`config.mk`:
```
export PLATFORM = sky130hd
export DESIGN_NAME = pdlz_cmd_fifo
export DESIGN_NICKNAME = d
export VERILOG_FILES = /design/src/hdl/pdlz_pkg.sv /design/src/hdl/pdlz_cmd_fifo.sv
export SDC_FILE = /design/constraint.sdc
export NUM_CORES = 1
export LEC_CHECK = 0
export BUFFER_PORTS_ARGS = -buffer_cell sky130_fd_sc_hd__buf_2
export CAP_MARGIN = 10
export CORE_AREA = 8 8 113 115
export DETAILED_ROUTE_END_ITERATION = 8
export DIE_AREA = 0 0 121 123
export SKIP_CTS_REPAIR_TIMING = 1
export SLEW_MARGIN = 0
export SYNTH_ARGS = -nofsm -noshare
export SYNTH_HDL_FRONTEND = slang
export SYNTH_SLANG_ARGS = --single-unit
```
`constraint.sdc`:
```
create_clock -name clk -period 2.01 [get_ports clk]
set_input_delay 0.402 -clock clk [delete_from_list [all_inputs] [get_ports clk]]
set_output_delay 0.402 -clock clk [all_outputs]
set_load 0.02 [all_outputs]
```
`src/hdl/pdlz_pkg.sv`:
```
// ----------------------------------------------------------------------------
// pdlz_pkg
// Types, codes and helpers of the PalmDOC LZ77 decompressor.
// ----------------------------------------------------------------------------
`default_nettype none

package pdlz_pkg;

  // history window
  localparam int WINDOW_DEPTH = 2048;
  localparam int HIST_AW      = $clog2(WINDOW_DEPTH);
  localparam int DIST_W       = 11;
  localparam int COUNT_W      = 14;
  localparam int LEN_W        = 4;
  localparam int HELD_W       = 6;

  // command queue between front and back end
  localparam int CMDQ_DEPTH = 4;
  localparam int CMDQ_AW    = $clog2(CMDQ_DEPTH);

  localparam logic [COUNT_W-1:0] RECORD_SIZE_RST = 14'd4096;

  // token classes
  localparam logic [7:0] TOK_RAW_LO   = 8'h01;
  localparam logic [7:0] TOK_RAW_HI   = 8'h08;
  localparam logic [7:0] TOK_PAIR_LO  = 8'h80;
  localparam logic [7:0] TOK_PAIR_HI  = 8'hBF;
  localparam logic [7:0] TOK_SPACE_LO = 8'hC0;
  localparam logic [7:0] TOK_SPACE_HI = 8'hFF;
  localparam logic [7:0] SPACE_CHAR   = 8'h20;
  localparam logic [7:0] LOW7_MASK    = 8'h7F;
  localparam logic [LEN_W-1:0] COPY_LEN_BASE = 4'd3;

  typedef logic [HIST_AW-1:0] hist_addr_t;

  typedef enum logic [1:0] {
    ST_OK   = 2'd0,
    ST_DIST = 2'd1,
    ST_SIZE = 2'd2
  } status_t;

  typedef enum logic [1:0] {
    PM_IDLE = 2'd0,
    PM_RAW  = 2'd1,
    PM_PAIR = 2'd2
  } parse_mode_t;

  typedef enum logic [1:0] {
    CMD_NONE  = 2'd0,
    CMD_LIT   = 2'd1,
    CMD_SPACE = 2'd2,
    CMD_COPY  = 2'd3
  } cmd_kind_t;

  typedef enum logic [1:0] {
    BE_IDLE   = 2'd0,
    BE_SPACE2 = 2'd1,
    BE_COPY   = 2'd2
  } be_state_t;

  typedef struct packed {
    logic [7:0] code_byte;
    logic       record_start;
  } pdlz_in_t;

  typedef struct packed {
    logic [7:0] out_byte;
    status_t    status;
    logic       last_of_run;
  } pdlz_out_t;

  typedef struct packed {
    cmd_kind_t         kind;
    logic              restart;
    logic [7:0]        byte_val;
    logic [DIST_W-1:0] copy_dist;
    logic [LEN_W-1:0]  len;
  } pdlz_cmd_t;

  // next write position, wrapping at the window depth
  function automatic hist_addr_t hist_inc(input hist_addr_t a);
    hist_addr_t r;
    if (a == hist_addr_t'(WINDOW_DEPTH - 1)) begin
      r = '0;
    end else begin
      r = a + hist_addr_t'(1);
    end
    return r;
  endfunction

  // position d bytes behind a, modulo the window depth
  function automatic hist_addr_t hist_back(input hist_addr_t a,
                                           input logic [DIST_W-1:0] d);
    logic [HIST_AW:0] w;
    logic [HIST_AW:0] dx;
    logic [HIST_AW:0] r;
    w  = {1'b0, a};
    dx = {{(HIST_AW + 1 - DIST_W){1'b0}}, d};
    if (w >= dx) begin
      r = w - dx;
    end else begin
      r = w + (HIST_AW + 1)'(WINDOW_DEPTH) - dx;
    end
    return r[HIST_AW-1:0];
  endfunction

endpackage

`default_nettype wire

```
`src/hdl/pdlz_cmd_fifo.sv`:
```
// ----------------------------------------------------------------------------
// pdlz_cmd_fifo
// Short command queue that decouples the parser from the byte engine.
// ----------------------------------------------------------------------------
`default_nettype none

module pdlz_cmd_fifo (
  input  logic                clk,
  input  logic                rst_n,
  input  logic                push,
  input  pdlz_pkg::pdlz_cmd_t push_data,
  output logic                full,
  input  logic                pop,
  output logic                head_valid,
  output pdlz_pkg::pdlz_cmd_t head_data
);

  import pdlz_pkg::*;

  pdlz_cmd_t          entries_r [CMDQ_DEPTH];
  logic [CMDQ_AW-1:0] wr_ptr_r, rd_ptr_r;
  logic [CMDQ_AW:0]   count_r;
  logic               do_push, do_pop;

  assign full       = (count_r == (CMDQ_AW + 1)'(CMDQ_DEPTH));
  assign head_valid = (count_r != '0);
  assign head_data  = entries_r[rd_ptr_r];
  assign do_push    = push && !full;
  assign do_pop     = pop && head_valid;

  always_ff @(posedge clk) begin
    if (!rst_n) begin
      wr_ptr_r <= '0;
      rd_ptr_r <= '0;
      count_r  <= '0;
    end else begin
      if (do_push) begin
        wr_ptr_r <= wr_ptr_r + CMDQ_AW'(1);
      end
      if (do_pop) begin
        rd_ptr_r <= rd_ptr_r + CMDQ_AW'(1);
      end
      if (do_push && !do_pop) begin
        count_r <= count_r + (CMDQ_AW + 1)'(1);
      end else if (do_pop && !do_push) begin
        count_r <= count_r - (CMDQ_AW + 1)'(1);
      end
    end
  end

  always_ff @(posedge clk) begin
    if (do_push) begin
      entries_r[wr_ptr_r] <= push_data;
    end
  end

endmodule

`default_nettype wire

```
==> flow_metrics.tcl <==
set metrics [dict create \
    status "finished, violations left" \
    failed_checks "setup timing" \
    synth_xor_area_frac 0.00817 \
    rows 39 \
    placed_area_um2 4810 \
    synth_compound_area_frac 0.00963 \
    pre_cts_ws_ns -0.0432 \
    finClkSkew_ns 0.00442 \
    ir_drop_v 0.000692 \
    critPathCaptureType "output port" \
    ios 58 \
    use_met2 0.177 \
    total_leakage_power_nw 1.93 \
    yosys.area_share.simple 0.0239 \
    final_area_um2 5510 \
    worstPathMaxFanout 9 \
    synth_area_um2 4290 \
    rsz0062_at_grt "yes" \
    setup_slack_ns -0.0495 \
    relSlewSlack 0.801 \
    portBuffers 57 \
    synthAdderAreaFrac 0.0193 \
    hold_violations 0 \
    cts_buffers 17 \
    cap_violations 0 \
    criticalPathCategory "flop to output port" \
    first_global_vias 2218 \
    rr_worst_depth 7 \
    start_util 0.387 \
    power_w 0.00801 \
    fin_util 0.497 \
    power.density_nw_per_um2 1460 \
    hpwl_um 5100 \
    drive_gt1_frac 0.507 \
    die_x_um 121 \
    reg2reg_setup_slack_ns 0.02 \
    hold_path.class "input pin to flop" \
    postRouteAntennaNets 0 \
    yosys_warnings 0 \
    drt-initial-drc-count 136 \
    fmax_mhz 486 \
    grt_pass1_wl_um 12500 \
    antenna_found_initial 1 \
    ys_types 24 \
    cts.sinks 113 \
    die-area_um2 14900 \
    hold_start "push_data[4]" \
    ctsHtreeMaxLevel 4 \
    finalCritPeriodShare 1.02 \
    rr_endpoint "count_r[2]" \
    die_y_um 123 \
    placedCellCount 391 \
    syn_inst 184 \
    grt_use_met1 0.142 \
    period_needed_ns 2.06 \
    core_area_um2 11100 \
    clockRootBuffer "clkbuf_16" \
    synth_top_family_by_area "multiplexers" \
    critPathRequiredTime_ns 1.61 \
    setup_viol 22 \
    cp_data_arrival_time_ns 1.66 \
    grtUsageMet3 0.0502 \
    ys_seq_elements 113 \
    drt-pass1-iter-count 4 \
    cts.path.max_buffers 2 \
    regToRegStartpoint "count_r[2]" \
    startpoint_type "flop" \
    final_common_cell "edfxtp_1" \
    whs_path_depth 1 \
    top_usage_layer "met2" \
    gp_congestion 0.656 \
    syn_area_per_cell_um2 23.3 \
    cts_tree "done" \
    synthMuxAreaShare 0.147 \
    antennaDiodeCount 0 \
    grtUsageTotal 0.117 \
    dr_total_vias 2018 \
    clk_pin_slew_ns 0.05 \
    slew_violations 0 \
    final_cell_mix "104 x edfxtp_1, 50 x buf_2, 25 x mux4_2" \
    min_to "entries_r[2][4]" \
    wl_um 8020 \
    wl_per_cell_um 18.9 \
    clk_latency_ns 0.40 \
    tightest_slew_ns 0.298 \
    layout.cells.non_filler 423 \
    syn_to_final_growth_pct 28.4 \
    overflow 0 \
    final_nets 303 \
    grt_max_degree 21 \
    routed_via_density 4.77 \
    synth-seq-area-share 0.770 \
    synth_nets 220 \
    drc_errors 0 \
]
-- through the flow --
| stage | setup TNS (ns) | hold slack (ns) |
|---|---|---|
| finish | -0.305 | 0.216 |
| global route | -2.09 | 0.197 |
| CTS | -2.93 | 0.195 |
| detailed placement | -0.0432 | 0.501 |
| global placement | 0 | 0.484 |
| floorplan | 0 | 0.468 |
-- worst max-delay path by stage --
stage,startpoint,endpoint
floorplan,count_r[2],count_r[2]
global placement,count_r[1],count_r[2]
detailed placement,count_r[1],count_r[2]
CTS,flop,head_data[11]
global route,flop,head_data[20]
finish,flop,head_data[20]
-- kinds of logic (layout without fill, tap and decap cells) --
group / after synthesis / in the layout
and+or+nand+nor: 17 / 17
adders and majority gates: 6 / 6
muxes: 29 / 29
DFF: 113 / 113
buffers and inverters: 11 / 107
xor gates and xnor gates: 4 / 4
AOI/OAI and AO/OA: 4 / 4
-- layer usage --
layer  part of all wire  vias to the layer above
met3              0.048                        9
met4              0.011                        2
met2               0.49                       45
li1                   -                      923
met5             0.0020                        -
met1               0.45                     1039
-- state kept, by name, summed over array words and instances, names as in the netlist, named ones only --
signal and cells:
count_r 3, wr_ptr_r 2, rd_ptr_r 2, entries_r 104
-- critical path: stages, from the launching register on --
cell and delay (ns):
dfxtp_4 0.38, buf_12 0.15, mux4_1 0.54, buf_2 0.17
-- layout make-up --
class	count	area [µm²]
clock buffers	17	425
clock inverters	15	184
fillers	931	5570
inverters	3	11.3
multi-input cells	60	908
flip-flops and latches	113	3310
well taps	143	179
repair buffers	72	487
-- power by group --
part	leakage [nW]	internal, W	switching (W)
Combinational	0.607	0.000964	0.00102
Clock	0.290	0.00196	0.00106
Sequential	1.03	0.00288	0.000133
-- synth_stat cells --
| master | number | area (µm²) |
|---|---|---|
| edfxtp_1 | 104 | 3120 |
| mux4_2 | 22 | 495 |
| dfxtp_1 | 9 | 180 |
| and2_1 | 8 | 50.1 |
| ha_1 | 5 | 62.6 |
| mux4_1 | 4 | 105 |
| nand2_1 | 4 | 15.0 |
| inv_1 | 3 | 11.3 |
| mux2i_1 | 3 | 30.0 |
| xnor2_1 | 3 | 26.3 |
| buf_12 | 2 | 40.0 |
| buf_2 | 2 | 10.0 |
| buf_6 | 2 | 22.5 |
| nor2b_1 | 2 | 12.5 |
| or3_1 | 2 | 12.5 |
| a21boi_0 | 1 | 7.51 |
| clkbuf_1 | 1 | 3.75 |
| clkbuf_2 | 1 | 5.00 |
| fa_1 | 1 | 20.0 |
| nor3b_2 | 1 | 12.5 |
| o21ai_0 | 1 | 5.00 |
| o311ai_2 | 1 | 16.3 |
| o31ai_2 | 1 | 12.5 |
| xor2_1 | 1 | 8.76 |
No activity file was read; power rests on OpenSTA's default activity.
