--- src/hdl/pdlz_pkg.sv ---
// ----------------------------------------------------------------------------
// pdlz_pkg
// Types, codes and helpers of the PalmDOC LZ77 decompressor.
// ----------------------------------------------------------------------------
`default_nettype none

package pdlz_pkg;

  // history window
  localparam int WINDOW_DEPTH = 2048;
  localparam int HIST_AW      = $clog2(WINDOW_DEPTH);
  localparam int DIST_W       = 11;
  localparam int COUNT_W      = 14;
  localparam int LEN_W        = 4;
  localparam int HELD_W       = 6;

  // command queue between front and back end
  localparam int CMDQ_DEPTH = 4;
  localparam int CMDQ_AW    = $clog2(CMDQ_DEPTH);

  localparam logic [COUNT_W-1:0] RECORD_SIZE_RST = 14'd4096;

  // token classes
  localparam logic [7:0] TOK_RAW_LO   = 8'h01;
  localparam logic [7:0] TOK_RAW_HI   = 8'h08;
  localparam logic [7:0] TOK_PAIR_LO  = 8'h80;
  localparam logic [7:0] TOK_PAIR_HI  = 8'hBF;
  localparam logic [7:0] TOK_SPACE_LO = 8'hC0;
  localparam logic [7:0] TOK_SPACE_HI = 8'hFF;
  localparam logic [7:0] SPACE_CHAR   = 8'h20;
  localparam logic [7:0] LOW7_MASK    = 8'h7F;
  localparam logic [LEN_W-1:0] COPY_LEN_BASE = 4'd3;

  typedef logic [HIST_AW-1:0] hist_addr_t;

  typedef enum logic [1:0] {
    ST_OK   = 2'd0,
    ST_DIST = 2'd1,
    ST_SIZE = 2'd2
  } status_t;

  typedef enum logic [1:0] {
    PM_IDLE = 2'd0,
    PM_RAW  = 2'd1,
    PM_PAIR = 2'd2
  } parse_mode_t;

  typedef enum logic [1:0] {
    CMD_NONE  = 2'd0,
    CMD_LIT   = 2'd1,
    CMD_SPACE = 2'd2,
    CMD_COPY  = 2'd3
  } cmd_kind_t;

  typedef enum logic [1:0] {
    BE_IDLE   = 2'd0,
    BE_SPACE2 = 2'd1,
    BE_COPY   = 2'd2
  } be_state_t;

  typedef struct packed {
    logic [7:0] code_byte;
    logic       record_start;
  } pdlz_in_t;

  typedef struct packed {
    logic [7:0] out_byte;
    status_t    status;
    logic       last_of_run;
  } pdlz_out_t;

  typedef struct packed {
    cmd_kind_t         kind;
    logic              restart;
    logic [7:0]        byte_val;
    logic [DIST_W-1:0] copy_dist;
    logic [LEN_W-1:0]  len;
  } pdlz_cmd_t;

  // next write position, wrapping at the window depth
  function automatic hist_addr_t hist_inc(input hist_addr_t a);
    hist_addr_t r;
    if (a == hist_addr_t'(WINDOW_DEPTH - 1)) begin
      r = '0;
    end else begin
      r = a + hist_addr_t'(1);
    end
    return r;
  endfunction

  // position d bytes behind a, modulo the window depth
  function automatic hist_addr_t hist_back(input hist_addr_t a,
                                           input logic [DIST_W-1:0] d);
    logic [HIST_AW:0] w;
    logic [HIST_AW:0] dx;
    logic [HIST_AW:0] r;
    w  = {1'b0, a};
    dx = {{(HIST_AW + 1 - DIST_W){1'b0}}, d};
    if (w >= dx) begin
      r = w - dx;
    end else begin
      r = w + (HIST_AW + 1)'(WINDOW_DEPTH) - dx;
    end
    return r[HIST_AW-1:0];
  endfunction

endpackage

`default_nettype wire

--- src/hdl/pdlz_front.sv ---
// ----------------------------------------------------------------------------
// pdlz_front
// Token parser: takes compressed bytes and turns them into back-end commands.
// ----------------------------------------------------------------------------
`default_nettype none

module pdlz_front (
  input  logic                clk,
  input  logic                rst_n,
  input  logic                in_valid,
  output logic                in_ready,
  input  pdlz_pkg::pdlz_in_t  in_data,
  input  logic                q_full,
  output logic                q_push,
  output pdlz_pkg::pdlz_cmd_t q_data
);

  import pdlz_pkg::*;

  parse_mode_t       mode_r, mode_nxt, mode_b;
  logic [LEN_W-1:0]  raw_r, raw_nxt, raw_b, raw_dec;
  logic [HELD_W-1:0] held_r, held_nxt, held_b;
  logic              acc;
  logic [7:0]        b;
  pdlz_cmd_t         cmd;

  assign in_ready = !q_full;
  assign acc      = in_valid && in_ready;
  assign b        = in_data.code_byte;

  always_ff @(posedge clk) begin
    if (!rst_n) begin
      mode_r <= PM_IDLE;
      raw_r  <= '0;
      held_r <= '0;
    end else if (acc) begin
      mode_r <= mode_nxt;
      raw_r  <= raw_nxt;
      held_r <= held_nxt;
    end
  end

  always_comb begin
    // a record start drops any pending raw run or pair
    mode_b  = in_data.record_start ? PM_IDLE : mode_r;
    raw_b   = in_data.record_start ? '0 : raw_r;
    held_b  = in_data.record_start ? '0 : held_r;
    raw_dec = raw_b - LEN_W'(1);

    mode_nxt = mode_b;
    raw_nxt  = raw_b;
    held_nxt = held_b;

    cmd          = '0;
    cmd.kind     = CMD_NONE;
    cmd.restart  = in_data.record_start;
    cmd.byte_val = b;

    unique case (mode_b)
      PM_RAW: begin
        cmd.kind = CMD_LIT;
        raw_nxt  = raw_dec;
        mode_nxt = (raw_dec == '0) ? PM_IDLE : PM_RAW;
      end
      PM_PAIR: begin
        cmd.kind      = CMD_COPY;
        cmd.copy_dist = {held_b, b[7:3]};
        cmd.len       = {1'b0, b[2:0]} + COPY_LEN_BASE;
        mode_nxt      = PM_IDLE;
        held_nxt      = '0;
      end
      PM_IDLE: begin
        unique case (b) inside
          [TOK_RAW_LO:TOK_RAW_HI]: begin
            raw_nxt  = b[LEN_W-1:0];
            mode_nxt = PM_RAW;
          end
          [TOK_PAIR_LO:TOK_PAIR_HI]: begin
            held_nxt = b[HELD_W-1:0];
            mode_nxt = PM_PAIR;
          end
          [TOK_SPACE_LO:TOK_SPACE_HI]: begin
            cmd.kind     = CMD_SPACE;
            cmd.byte_val = b & LOW7_MASK;
          end
          default: begin
            cmd.kind = CMD_LIT;
          end
        endcase
      end
      default: begin
        mode_nxt = PM_IDLE;
      end
    endcase
  end

  // a restart with no output still goes down to clear the back-end counters
  assign q_push = acc && ((cmd.kind != CMD_NONE) || cmd.restart);
  assign q_data = cmd;

endmodule

`default_nettype wire

--- config.mk ---
export PLATFORM = sky130hd
export DESIGN_NAME = pdlz_front
export DESIGN_NICKNAME = d
export VERILOG_FILES = /design/src/hdl/pdlz_pkg.sv /design/src/hdl/pdlz_front.sv
export SDC_FILE = /design/constraint.sdc
export NUM_CORES = 1
export LEC_CHECK = 0
export ABC_AREA = 1
export BUFFER_PORTS_ARGS = -buffer_cell sky130_fd_sc_hd__buf_2
export CORE_MARGIN = 5
export CORE_UTILIZATION = 52
export DETAILED_ROUTE_END_ITERATION = 10
export PLACE_DENSITY_LB_ADDON = 0.3
export SYNTH_ARGS = -nofsm -noshare
export SYNTH_HDL_FRONTEND = slang
export SYNTH_SLANG_ARGS = --single-unit
export TNS_END_PERCENT = 10
--- constraint.sdc ---
create_clock -name clk -period 2.14 [get_ports clk]
set_clock_uncertainty 0.2 [all_clocks]
set_input_delay 0.214 -clock clk [delete_from_list [all_inputs] [get_ports clk]]
set_output_delay 0.214 -clock clk [all_outputs]
set_load 0.01 [all_outputs]
==> summary.md <==
| Metric | Value |
|---|---|
| Outcome | `complete, no violations` |
| Worst vdd rail ir drop | `0.329 mV` |
| Placed Area | `1230 um2` |
| CTS tree | `built` |
| FILL cells | `205` |
| Max cap viols | `0` |
| Hold Path Depth | `3` |
| Synthesized instance count | `175` |
| Avg Cell Area, Syn | `6.15 um2` |
| Hold_sp | `rst_n` |
| Clock Path Buffers | `2` |
| Worst Path Arrival | `1590 ps` |
| Buffers on Ports | `40` |
| Drt wl/cell | `12.3 um` |
| Post-route design area | `1250 um2` |
| First-pass GRT wire length | `4930 um` |
| # IOs | `41` |
| Synth-to-layout area growth | `16.4%` |
| Post-cts sizing count | `0` |
| Post-synth top cells | `nand2_1 (33), inv_1 (28), nor2_1 (22)` |
| Grt total ovfl | `0` |
| DR vias | `1257` |
| Footprint of the multi-input gates | `636 um2` |
| Share of the synthesized area in the top cell type | `0.223` |
| Unrepaired setup endpoints after global routing | `false` |
| # H-tree levels | `1` |
| Worst R2R Start | `raw_r[0]$_SDFFE_PN0P_` |
| Max transition margin | `0.771` |
| CTS Root Cell | `clkbuf_4` |
| # nets final | `228` |
| Die area | `3080 um2` |
| Netlist cell types | `23` |
| RD Place Congestion | `0.827` |
| Pin slew with the least headroom to its limit | `343 ps` |
| Hold Path End | `raw_r[0]$_SDFFE_PN0P_` |
| DR pass1 iterations | `4` |
| Required time of the critical path | `1730 ps` |
| Postcts setup bufs | `0` |
| Number of synthesized flops with an enable pin | `0` |
| R2r setup slk | `610 ps` |
| Leakage | `0.676 nW` |
| CTS hold repair buffers | `0` |
| Total power | `522 uW` |
| Share of cells above drive strength 1 | `0.269` |
| Dpl ws | `185 ps` |
| P per Cell Area | `417 nW/um2` |
| YS warnings | `0` |
| Fin worst setup slack | `134 ps` |
| Critical path peak fanout | `10` |
| Final max-slew violation count | `0` |
| CTS sink count | `12` |
| Register area | `240 um2` |
| Antenna diodes | `0` |
| Register area share after synthesis | `0.223` |
| Starting Density | `0.548` |
| Global Route Usage Sum | `0.188` |
| Iter 0 DRT Violations | `38` |
| Final Hold Fails | `0` |
| Critical Path End Type | `output port` |
| Top_reg_cell synth | `dfxtp_1` |
| Setup violations, final | `0` |
| Syn Std Cell Area | `1080 um2` |
| R2R Path End | `mode_r[0]$_SDFFE_PN0P_` |
| Remaining antenna violation count after routing | `0` |
| Largest net degree at the start of global routing | `15` |
| Core area | `1960 um2` |
| R2R depth | `8` |
| DRC Markers | `0` |
| Net count after synthesis | `193` |
| CTS buffer count | `3` |
| FFs w/ async S/R, synth | `0` |
| Width of the chip | `55.5 um` |
| Leading area contributor after synthesis | `dfxtp_1` |
| Die Ht | `55.5 um` |
| Vias per inst | `5.35` |
| Setup tns final | `0 ps` |
| Number of global-route vias before repair | `1197` |
| DP HPWL | `2300 um` |
| Dominant cells by area after synthesis | `dfxtp_1 (22%), nand2_1 (12%), inv_1 (9.8%), nor2_1 (7.7%), nand4_1 (6.4%)` |
| Post-Layout Cell Count | `235` |
| Initial antenna violation count | `0` |
| Fmax | `499 MHz` |
| Period utilization | `0.937` |
| Clock transition at path regs | `80 ps` |
| Yosys reg bits | `12` |
| WS Path Type | `reg2out` |
| Setup crit start kind | `register` |
| Rows | `16` |
| Clk Latency, worst-skew pair | `260 ps` |
| Hold Crit Class | `in2reg` |
| Drt total wl | `2880 um` |
| Most common cell in the netlist | `nand2_1` |
| Dpl cells | `232` |
| Min cycle time layout | `2010 ps` |
## layout make-up
class,count,share of cell area
Multi-Input combinational cell,122,0.507
Sequential cell,12,0.192
Timing Repair Buffer,41,0.166
Inverter,30,0.0899
Tap cell,27,0.0270
Clock buffer,3,0.0180
## cells by family after synthesis
| group | Yosys count | share of synthesized area |
|---|---|---|
| AND/OR/NAND/NOR | 90 | 0.398 |
| buffers and inverters | 41 | 0.186 |
| AO/OA/AOI/OAI | 27 | 0.135 |
| flip-flops | 12 | 0.223 |
| adder cells (fa/ha/maj) | 5 | 0.0581 |
## cell usage in the layout (no fill, tap or decap)
cell type  synthesis  routed
a211oi_1           1       1
a21oi_1           11      11
a21oi_2            1       1
a31oi_1            2       2
buf_2              1      40
buf_4              8       1
clkbuf_4           0       3
dfxtp_1           12      12
ha_1               5       5
inv_1             28      28
inv_2              2       2
nand2_1           33      33
nand2_2            2       2
nand3_1           13      13
nand3_2            1       1
nand3b_1           1       1
nand4_1           11      11
nor2_1            22      22
nor2_2             3       3
nor2_4             3       3
nor3_1             1       1
o21ai_0           11      11
o22ai_1            1       1
## power breakdown
group	switching (mW)	total (mW)	internal, mW
clock	0.0730	0.138	0.0648
combinational	0.0966	0.146	0.0494
sequential	0.00561	0.239	0.233
## how the worst max path moves through the flow
stage,start,to,slack [ps],cells after the start
detailed placement,in_data[2],q_push,180,12
finish,mode_r[1]$_SDFFE_PN0P_,q_data[4],130,6
global route,mode_r[1]$_SDFFE_PN0P_,q_data[4],5,6
floorplan,in_data[2],q_push,560,10
global placement,in_data[2],q_push,300,12
CTS,mode_r[1]$_SDFFE_PN0P_,q_data[5],130,6
## worst max-delay path, stage by stage, from the launching register on
cell and delay [ps]:
dfxtp_1 340, inv_1 80, nor2_2 220, nand2_1 240, buf_4 230, nor2_1 90, buf_2 130
## routing by layer
| metal | vias to the layer above | share of wire | GRT usage |
|---|---|---|---|
| li1 | 630 | - | - |
| met1 | 571 | 0.40 | 0.197 |
| met2 | 52 | 0.51 | 0.355 |
| met3 | 4 | 0.089 | 0.0583 |
| met4 | 0 | 0.0049 | 0.0556 |
| met5 | - | 0 | 0 |
## through the flow
stage               hold slack (ps)  utilization
floorplan                       152            -
finish                         29.8        0.638
detailed placement              258        0.627
global route                   35.7        0.638
CTS                            29.2        0.638
global placement                252        0.627
## sequential cells by signal, summed over array words and instances, names as in the netlist
register,flops
held_r,6
mode_r,2
raw_r,4
Note: power is estimated with default switching activity, not from simulation.
